### src/rtl/assert_macros.svh
// Concurrent assertion helpers used by the allocator unit.
`ifndef ASSERT_MACROS_SVH
`define ASSERT_MACROS_SVH

`ifndef SYNTHESIS

// Same-cycle implication, checked outside reset.
`define ASSERT_IMPLY(label, clk, rst_n, ante, cons) \
  label: assert property (@(posedge clk) disable iff (!rst_n) (ante) |-> (cons)) \
    else $error("implication check failed");

// Next-cycle implication, checked outside reset.
`define ASSERT_NEXT(label, clk, rst_n, ante, cons) \
  label: assert property (@(posedge clk) disable iff (!rst_n) (ante) |=> (cons)) \
    else $error("next-cycle check failed");

`else

`define ASSERT_IMPLY(label, clk, rst_n, ante, cons)
`define ASSERT_NEXT(label, clk, rst_n, ante, cons)

`endif

`endif

### src/rtl/fcba_pkg.sv
package fcba_pkg;

  localparam int SLOT_COUNT = 16;
  localparam int SLOT_W     = 4;
  localparam int NBYTES_W   = 16;
  localparam int BLK_OUT_W  = 4;

  typedef enum logic [1:0] {
    ST_OK        = 2'd0,
    ST_NO_BLOCKS = 2'd1,
    ST_NO_SLOT   = 2'd2,
    ST_BAD_SLOT  = 2'd3
  } fcba_status_t;

  typedef enum logic [3:0] {
    S_IDLE,
    S_SCAN,
    S_SLOT,
    S_LINK,
    S_LINK_END,
    S_FCHK,
    S_WALK_RD,
    S_WALK_WR,
    S_FREE_END
  } fcba_state_t;

  typedef struct packed {
    logic         load;
    logic         scan_step;
    logic         slot_init;
    logic         slot_step;
    logic         link_init;
    logic         link_step;
    logic         link_end;
    logic         walk_init;
    logic         walk_free;
    logic         free_commit;
    logic         finish;
    fcba_status_t fin_status;
  } fcba_cmd_t;

  typedef struct packed {
    logic scan_done;
    logic scan_ok;
    logic slot_hit;
    logic slot_last;
    logic link_last;
    logic free_ok;
    logic walk_stop;
    logic walk_end;
  } fcba_stat_t;

endpackage

### src/rtl/fcba_ctrl.sv
module fcba_ctrl import fcba_pkg::*; (
  input  logic       clk,
  input  logic       rst_n,
  input  logic       start,
  input  logic       in_cmd,
  input  fcba_stat_t stat_i,
  output fcba_cmd_t  cmd_o,
  output logic       busy
);

  fcba_state_t state_r;
  fcba_state_t state_nxt;

  always_ff @(posedge clk) begin
    if (!rst_n) begin
      state_r <= S_IDLE;
    end else begin
      state_r <= state_nxt;
    end
  end

  always_comb begin
    state_nxt = state_r;
    unique case (state_r)
      S_IDLE: begin
        if (start) begin
          state_nxt = in_cmd ? S_FCHK : S_SCAN;
        end
      end
      S_SCAN: begin
        if (stat_i.scan_done) begin
          state_nxt = stat_i.scan_ok ? S_SLOT : S_IDLE;
        end
      end
      S_SLOT: begin
        if (stat_i.slot_hit) begin
          state_nxt = S_LINK;
        end else if (stat_i.slot_last) begin
          state_nxt = S_IDLE;
        end
      end
      S_LINK: begin
        if (stat_i.link_last) begin
          state_nxt = S_LINK_END;
        end
      end
      S_LINK_END: state_nxt = S_IDLE;
      S_FCHK: begin
        state_nxt = stat_i.free_ok ? S_WALK_RD : S_IDLE;
      end
      S_WALK_RD: begin
        state_nxt = stat_i.walk_stop ? S_FREE_END : S_WALK_WR;
      end
      S_WALK_WR: begin
        state_nxt = stat_i.walk_end ? S_FREE_END : S_WALK_RD;
      end
      S_FREE_END: state_nxt = S_IDLE;
      default: state_nxt = S_IDLE;
    endcase
  end

  always_comb begin
    cmd_o = '0;
    cmd_o.fin_status = ST_OK;
    unique case (state_r)
      S_IDLE: cmd_o.load = start;
      S_SCAN: begin
        if (stat_i.scan_done) begin
          if (stat_i.scan_ok) begin
            cmd_o.slot_init = 1'b1;
          end else begin
            cmd_o.finish     = 1'b1;
            cmd_o.fin_status = ST_NO_BLOCKS;
          end
        end else begin
          cmd_o.scan_step = 1'b1;
        end
      end
      S_SLOT: begin
        if (stat_i.slot_hit) begin
          cmd_o.link_init = 1'b1;
        end else if (stat_i.slot_last) begin
          cmd_o.finish     = 1'b1;
          cmd_o.fin_status = ST_NO_SLOT;
        end else begin
          cmd_o.slot_step = 1'b1;
        end
      end
      S_LINK: cmd_o.link_step = 1'b1;
      S_LINK_END: begin
        cmd_o.link_end = 1'b1;
        cmd_o.finish   = 1'b1;
      end
      S_FCHK: begin
        if (stat_i.free_ok) begin
          cmd_o.walk_init = 1'b1;
        end else begin
          cmd_o.finish     = 1'b1;
          cmd_o.fin_status = ST_BAD_SLOT;
        end
      end
      S_WALK_RD: cmd_o.load = 1'b0;
      S_WALK_WR: cmd_o.walk_free = 1'b1;
      S_FREE_END: begin
        cmd_o.free_commit = 1'b1;
        cmd_o.finish      = 1'b1;
      end
      default: cmd_o.load = 1'b0;
    endcase
  end

  assign busy = (state_r != S_IDLE);

endmodule

### src/rtl/fcba_datapath.sv
module fcba_datapath import fcba_pkg::*; #(
  parameter int BLOCK_COUNT = 16,
  parameter int BLOCK_BYTES = 16
) (
  input  logic                 clk,
  input  logic                 rst_n,
  input  logic                 in_cmd,
  input  logic [NBYTES_W-1:0]  in_nbytes,
  input  logic [SLOT_W-1:0]    in_slot,
  input  fcba_cmd_t            cmd_i,
  output fcba_stat_t           stat_o,
  output logic                 out_valid,
  output logic [1:0]           out_status,
  output logic [BLK_OUT_W-1:0] out_start_block,
  output logic [SLOT_W-1:0]    out_file_slot
);

  localparam int BW = $clog2(BLOCK_COUNT);
  localparam int IW = BW + 1;
  localparam int AW = $clog2(BLOCK_COUNT * BLOCK_BYTES + 1);
  localparam int CW = (AW > NBYTES_W) ? AW : NBYTES_W;
  localparam logic [IW-1:0] N_IDX   = IW'(BLOCK_COUNT);
  localparam logic [CW-1:0] BB_STEP = CW'(BLOCK_BYTES);

  // Free map: one bit per block, entry 0 reserved and never free.
  logic [BLOCK_COUNT-1:0] free_r;
  // Link memory: {end mark, next block}.
  logic [BW:0]            link_mem [BLOCK_COUNT];
  logic [BW:0]            rd_data_r;
  logic [BW-1:0]          fs_r [SLOT_COUNT];

  logic [IW-1:0]          idx_r;
  logic [IW-1:0]          steps_r;
  logic [BW-1:0]          prev_r;
  logic [BW-1:0]          start_r;
  logic [BW-1:0]          last_r;
  logic                   have_r;
  logic [CW-1:0]          avail_r;
  logic [CW-1:0]          avail_nxt;
  logic [SLOT_W-1:0]      slot_idx_r;
  logic [SLOT_W-1:0]      slot_r;
  logic                   is_free_r;
  logic [NBYTES_W-1:0]    nbytes_r;

  logic                   out_valid_r;
  fcba_status_t           out_status_r;
  logic [BLK_OUT_W-1:0]   out_blk_r;
  logic [SLOT_W-1:0]      out_slot_r;

  logic [BW-1:0]          idx_lo;
  logic                   in_range;
  logic                   free_bit;
  logic                   sat_hit;
  logic                   take;
  logic [SLOT_W-1:0]      fs_addr;
  logic [BW-1:0]          fs_rd;
  logic                   mem_we;
  logic [BW:0]            mem_wdata;

  assign idx_lo   = idx_r[BW-1:0];
  assign in_range = (idx_r < N_IDX);
  assign free_bit = in_range && free_r[idx_lo];
  assign sat_hit  = have_r && (avail_r >= CW'(nbytes_r));
  assign take     = free_bit && !sat_hit;
  assign avail_nxt = have_r ? (avail_r + BB_STEP) : BB_STEP;

  assign fs_addr = is_free_r ? slot_r : slot_idx_r;
  assign fs_rd   = fs_r[fs_addr];

  assign mem_we    = (cmd_i.link_step && free_bit && (idx_lo != start_r)) || cmd_i.link_end;
  assign mem_wdata = cmd_i.link_end ? {1'b1, {BW{1'b0}}} : {1'b0, idx_lo};

  always_comb begin
    stat_o.scan_done = (idx_r == N_IDX) || sat_hit;
    stat_o.scan_ok   = sat_hit;
    stat_o.slot_hit  = (fs_rd == '0);
    stat_o.slot_last = (slot_idx_r == SLOT_W'(SLOT_COUNT - 1));
    stat_o.link_last = (idx_lo == last_r);
    stat_o.free_ok   = (slot_r != '0) && (fs_rd != '0);
    stat_o.walk_stop = (idx_r == '0) || !in_range || free_bit || (steps_r == N_IDX);
    stat_o.walk_end  = rd_data_r[BW];
  end

  always_ff @(posedge clk) begin
    if (mem_we) begin
      link_mem[prev_r] <= mem_wdata;
    end
    rd_data_r <= link_mem[idx_lo];
  end

  always_ff @(posedge clk) begin
    if (!rst_n) begin
      free_r      <= {{(BLOCK_COUNT - 1){1'b1}}, 1'b0};
      out_valid_r <= 1'b0;
      for (int i = 0; i < SLOT_COUNT; i++) begin
        fs_r[i] <= '0;
      end
    end else begin
      out_valid_r <= cmd_i.finish;
      if (cmd_i.link_step && free_bit) begin
        free_r[idx_lo] <= 1'b0;
      end
      if (cmd_i.walk_free) begin
        free_r[idx_lo] <= 1'b1;
      end
      if (cmd_i.link_end) begin
        fs_r[slot_idx_r] <= start_r;
      end
      if (cmd_i.free_commit) begin
        fs_r[slot_r] <= '0;
      end
    end
  end

  always_ff @(posedge clk) begin
    if (cmd_i.load) begin
      is_free_r <= in_cmd;
      nbytes_r  <= in_nbytes;
      slot_r    <= in_slot;
      idx_r     <= IW'(1);
      have_r    <= 1'b0;
      avail_r   <= '0;
    end
    if (cmd_i.scan_step) begin
      idx_r <= idx_r + IW'(1);
      if (take) begin
        if (!have_r) begin
          start_r <= idx_lo;
        end
        have_r  <= 1'b1;
        avail_r <= avail_nxt;
        last_r  <= idx_lo;
      end
    end
    if (cmd_i.slot_init) begin
      slot_idx_r <= SLOT_W'(1);
    end
    if (cmd_i.slot_step) begin
      slot_idx_r <= slot_idx_r + SLOT_W'(1);
    end
    if (cmd_i.link_init) begin
      idx_r  <= {1'b0, start_r};
      prev_r <= start_r;
    end
    if (cmd_i.link_step) begin
      idx_r <= idx_r + IW'(1);
      if (free_bit && (idx_lo != start_r)) begin
        prev_r <= idx_lo;
      end
    end
    if (cmd_i.walk_init) begin
      idx_r   <= {1'b0, fs_rd};
      steps_r <= '0;
    end
    if (cmd_i.walk_free) begin
      steps_r <= steps_r + IW'(1);
      if (!rd_data_r[BW]) begin
        idx_r <= {1'b0, rd_data_r[BW-1:0]};
      end
    end
    if (cmd_i.finish) begin
      out_status_r <= cmd_i.fin_status;
      if ((cmd_i.fin_status == ST_OK) && !is_free_r) begin
        out_blk_r  <= BLK_OUT_W'(start_r);
        out_slot_r <= slot_idx_r;
      end else begin
        out_blk_r  <= '0;
        out_slot_r <= '0;
      end
    end
  end

  assign out_valid       = out_valid_r;
  assign out_status      = out_status_r;
  assign out_start_block = out_blk_r;
  assign out_file_slot   = out_slot_r;

endmodule

### src/rtl/fat_chain_block_allocator_unit.sv
// Chain block allocator with a file start table.
// Input: pulse start with in_cmd, in_nbytes, in_slot while busy is low; the
// transaction is taken at that edge and busy rises on the next cycle.
// in_cmd = 0 allocates a chain covering in_nbytes; in_cmd = 1 frees in_slot.
// Result: out_valid strobes for one cycle with out_status, out_start_block
// and out_file_slot. The receiver cannot stall; the result is gone after
// that cycle. The next transaction may be issued in the same cycle.
// Sequence: allocate runs the block scan, the slot search and the linking
// in turn. Free walks the chain, reading and then releasing each block; an
// invalid slot is rejected by the slot check before any walk. The link
// memory is read and written at one entry per cycle, and one block index is
// shared by the scan, the link and the walk.
// Reset: all blocks but block 0 are free and all file slots empty; no
// clearing pass is needed since links are written before they are read.
`include "assert_macros.svh"

module fat_chain_block_allocator_unit import fcba_pkg::*; #(
  parameter int BLOCK_COUNT = 16,
  parameter int BLOCK_BYTES = 16
) (
  input  logic                 clk,
  input  logic                 rst_n,
  input  logic                 start,
  output logic                 busy,
  input  logic                 in_cmd,
  input  logic [NBYTES_W-1:0]  in_nbytes,
  input  logic [SLOT_W-1:0]    in_slot,
  output logic                 out_valid,
  output logic [1:0]           out_status,
  output logic [BLK_OUT_W-1:0] out_start_block,
  output logic [SLOT_W-1:0]    out_file_slot
);

  fcba_cmd_t  cmd;
  fcba_stat_t stat;

  // Sequence each transaction: scan, slot search, link, or walk and release.
  fcba_ctrl u_ctrl (
    .clk    (clk),
    .rst_n  (rst_n),
    .start  (start),
    .in_cmd (in_cmd),
    .stat_i (stat),
    .cmd_o  (cmd),
    .busy   (busy)
  );

  // Hold the free map, link memory, slot table and result register.
  fcba_datapath #(
    .BLOCK_COUNT (BLOCK_COUNT),
    .BLOCK_BYTES (BLOCK_BYTES)
  ) u_dp (
    .clk             (clk),
    .rst_n           (rst_n),
    .in_cmd          (in_cmd),
    .in_nbytes       (in_nbytes),
    .in_slot         (in_slot),
    .cmd_i           (cmd),
    .stat_o          (stat),
    .out_valid       (out_valid),
    .out_status      (out_status),
    .out_start_block (out_start_block),
    .out_file_slot   (out_file_slot)
  );

  // An accepted transaction keeps the block busy on the next cycle.
  `ASSERT_NEXT(a_accept_busy, clk, rst_n, start && !busy, busy)
  // A result only follows a cycle of work.
  `ASSERT_IMPLY(a_result_after_busy, clk, rst_n, out_valid, $past(busy))
  // Failures report no block and no slot.
  `ASSERT_IMPLY(a_fail_zero, clk, rst_n, out_valid && (out_status != ST_OK),
                (out_start_block == '0) && (out_file_slot == '0))

endmodule
### config.mk
export PLATFORM = sky130hd
export DESIGN_NAME = fat_chain_block_allocator_unit
export DESIGN_NICKNAME = d
export VERILOG_FILES = /design/src/rtl/fcba_pkg.sv /design/src/rtl/fcba_ctrl.sv /design/src/rtl/fcba_datapath.sv /design/src/rtl/fat_chain_block_allocator_unit.sv
export VERILOG_INCLUDE_DIRS = /design/src /design/src/rtl
export SDC_FILE = /design/constraint.sdc
export NUM_CORES = 1
export LEC_CHECK = 0
export ABC_AREA = 1
export BUFFER_PORTS_ARGS = -buffer_cell sky130_fd_sc_hd__buf_2
export CORE_ASPECT_RATIO = 0.75
export CORE_MARGIN = 2
export CORE_UTILIZATION = 30
export CTS_BUF_LIST = sky130_fd_sc_hd__clkbuf_8
export DETAILED_ROUTE_END_ITERATION = 6
export PLACE_DENSITY = 0.55
export RECOVER_POWER = 100
export SYNTH_ARGS = -nofsm -noshare
export SYNTH_HDL_FRONTEND = slang
export SYNTH_SLANG_ARGS = --single-unit
### constraint.sdc
create_clock -name clk -period 3.2 [get_ports clk]
set_input_delay 0.16 -clock clk [delete_from_list [all_inputs] [get_ports clk]]
set_output_delay 0.16 -clock clk [all_outputs]
set_load 0.01 [all_outputs]
==> summary.txt <==
Max transition margin: -0.003809
Outcome: finished, violations left
Port bufs: 35
Htree depth: 2
Slew Limit Fails: 24
Failing checks: max-capacitance violations, max-slew violations
Die Area: 40480 um^2
Cells after synthesis: 1246
DRT Wirelength: 28.99 mm
Seq cells post-synth: 244
CTS sink count: 244
Worst Path Class, Setup: reg2reg
Slew @ Worst Pin: 1.506 ns
Core Box Area: 38320 um^2
Synthesized area: 11660 um^2
Clock Path Buffers: 3
Worst Skew: 0.02822 ns
Max Fclk: 340.4 MHz
P_leak: 5.612 nW
GPL Wtd Cong: 0.8894
Number of global-route vias before repair: 8666
Row cnt: 62
Setup crit end kind: flop
Worst hold path type: in2reg
Die Height: 174.8 um
Syn nets: 1294
Ys async rst share: 0
Post-detail-place hpwl: 20.00 mm
Synth cell types: 37
Initial antenna violation count: 0
Clock transition at path regs: 0.06 ns
Share of cells above drive strength 1: 0.09230
Initial Utilization: 0.3043
Number of routed nets with antenna violations: 0
CP required: 3.40 ns
Tmin final: 2.938 ns
Nets: 1396
Post-synth EDFFs: 196
Area grow syn2layout: 14.53%
CTS buffer count: 39
WP data arrival: 3.14 ns
# diodes: 0
Tcrit/Tclk final: 0.9180
Drt wl/cell: 15.35 um
Final hold viol count: 0
Gr ovfl total: 0
Vias per cell: 4.691
Startpoint types: flop
Global-route wire length before repair: 46.88 mm
Clock Tree Root: clkbuf_8
Main synth FF type: edfxtp_1
YS warnings: 0
Post-Layout Cell Count: 1888
Clk Latency, worst-skew pair: 0.56 ns
CTS tree: done
Iter 0 DRT Violations: 815
Die W: 231.7 um
Via Count: 8857
Placed insts: 1798
Mapped Avg Cell Area: 9.360 um^2
Boundary Pins: 36
Max_cap viols: 1
Worst vdd ir: 0.3203 mV
CP Max Fanout: 9
Setup violators final: 0
RSZ-0062 raised after global routing: no
DR pass1 iterations: 5
Largest net degree at the start of global routing: 35
P per Cell Area: 688.4 nW/um^2
Drc violations: 0
Total track usage: 0.1462
Register area share after synthesis: 0.5871
Final setup TNS: 0 ns
power breakdown:
part | total (W) | internal [W] | switching [W]
logic | 0.00258 | 0.000736 | 0.00185
clock network | 0.00253 | 0.00129 | 0.00124
registers | 0.00408 | 0.00387 | 0.000212
total | 0.00919 | 0.00590 | 0.00330
registers in the layout (all words and copies together), names as in the netlist, 5 cells and up, named ones only:
name	count
u_dp.link_mem	80
u_dp.fs_r	64
u_dp.avail_r	16
u_dp.nbytes_r	16
u_dp.free_r	14
u_dp.idx_r	5
u_dp.rd_data_r	5
u_dp.steps_r	5
through the flow:
stage	hold WS [ns]	setup WS (ns)	area, um^2	power [W]	utilization
after global placement	0.3369	0.2280	12590	0.006759	0.3286
after CTS	0.08742	0.1041	13520	0.009341	0.3528
after floorplan	0.2589	0.4503	11660	0.005895	-
after detailed placement	0.3381	0.1223	12590	0.006766	0.3286
final	0.1176	0.2624	13360	0.009194	0.3485
after global routing	0.09609	0.02144	13360	0.009775	0.3485
path summary, 6_finish.rpt:
check,depth (start not counted),slack (ns),from,to
max,13,0.26,u_dp.idx_r[1],u_dp.link_mem[15][1]
min,3,0.12,rst_n,u_dp.free_r[1]
max reg2reg,13,0.26,u_dp.idx_r[1],u_dp.link_mem[15][1]
min reg2reg,2,0.45,flop,flop
critical path: stages, from the launching register on:
cell and delay (ns):
dfxtp_1 0.55, clkinv_1 0.26, nor2_1 0.14, o21ai_0 0.09, nand2_1 0.06, nand2_1 0.05
nand4_1 0.16, nand2_1 0.18, nor2_4 0.15, o41ai_2 0.10, o21ai_2 0.16, nand3_1 0.24
nor2_1 0.14, clkbuf_1 0.29
layer usage:
layer	track usage	vias up	wire length, um
met5	0	-	0
met4	0.03446	0	460
met3	0.03296	42	2045
met2	0.2086	271	11890
met1	0.2225	4183	14590
li1	-	4361	-
cells in the mapped netlist, types with 8 or more instances:
cell type	instances	share of area
a21oi_1	19	0.0082
a22oi_1	15	0.0097
clkbuf_1	21	0.0068
dfxtp_1	48	0.082
edfxtp_1	196	0.50
ha_1	24	0.026
inv_1	148	0.048
nand2_1	253	0.081
nand2_2	8	0.0043
nand3_1	103	0.044
nand4_1	17	0.0091
nor2_1	205	0.066
o21ai_0	73	0.031
o22ai_1	21	0.011
xnor2_1	8	0.0060
xor2_1	13	0.0098
placed cells by master, fill, tap and decap left out, types with 4 or more instances in the layout:
| master | Yosys | routed |
|---|---|---|
| a21oi_1 | 19 | 19 |
| edfxtp_1 | 196 | 196 |
| dlygate4sd3_1 | 0 | 21 |
| clkbuf_8 | 0 | 42 |
| nand2_4 | 3 | 4 |
| nand4_1 | 17 | 18 |
| buf_4 | 7 | 20 |
| o22ai_1 | 21 | 21 |
| a22oi_1 | 15 | 15 |
| nor3_1 | 7 | 7 |
| o21ai_0 | 73 | 76 |
| nand2_1 | 253 | 254 |
| nand2_2 | 8 | 6 |
| xnor2_1 | 8 | 8 |
| clkbuf_2 | 0 | 11 |
| buf_2 | 7 | 21 |
| clkinv_2 | 0 | 4 |
| clkbuf_1 | 21 | 29 |
| nand3b_1 | 6 | 6 |
| clkinv_1 | 3 | 9 |
| nor2_1 | 205 | 207 |
| xor2_1 | 13 | 13 |
| nand3_1 | 103 | 107 |
| dfxtp_1 | 48 | 48 |
| inv_1 | 148 | 164 |
| ha_1 | 24 | 24 |
final cells by class:
type                       instances  area, um^2
tap                              512       640.6
multi-input combinational        806        3940
fill                            3970       24970
sequential                       244        6847
clock inverter                    27       140.1
clock buffer                      42       578.1
inverter                         155       581.8
timing repair buffer             102       629.4
logic make-up after synthesis:
family,share of synthesized area
and+or+nand+nor,0.2286
DFF,0.5871
buffers and inverters,0.06995
AOI/OAI and AO/OA,0.07285
adders and majority gates,0.02575
xor gates and xnor gates,0.01577
repair_timing:
item / in CTS / in global routing
setup buffers: 0 / 0
hold buffers: 21 / 0
endpoints found under the hold margin: 21 / 0
gates resized for setup: 0 / 3
setup endpoints to repair: 0 / 11
Power figures use the tool's default switching activity.
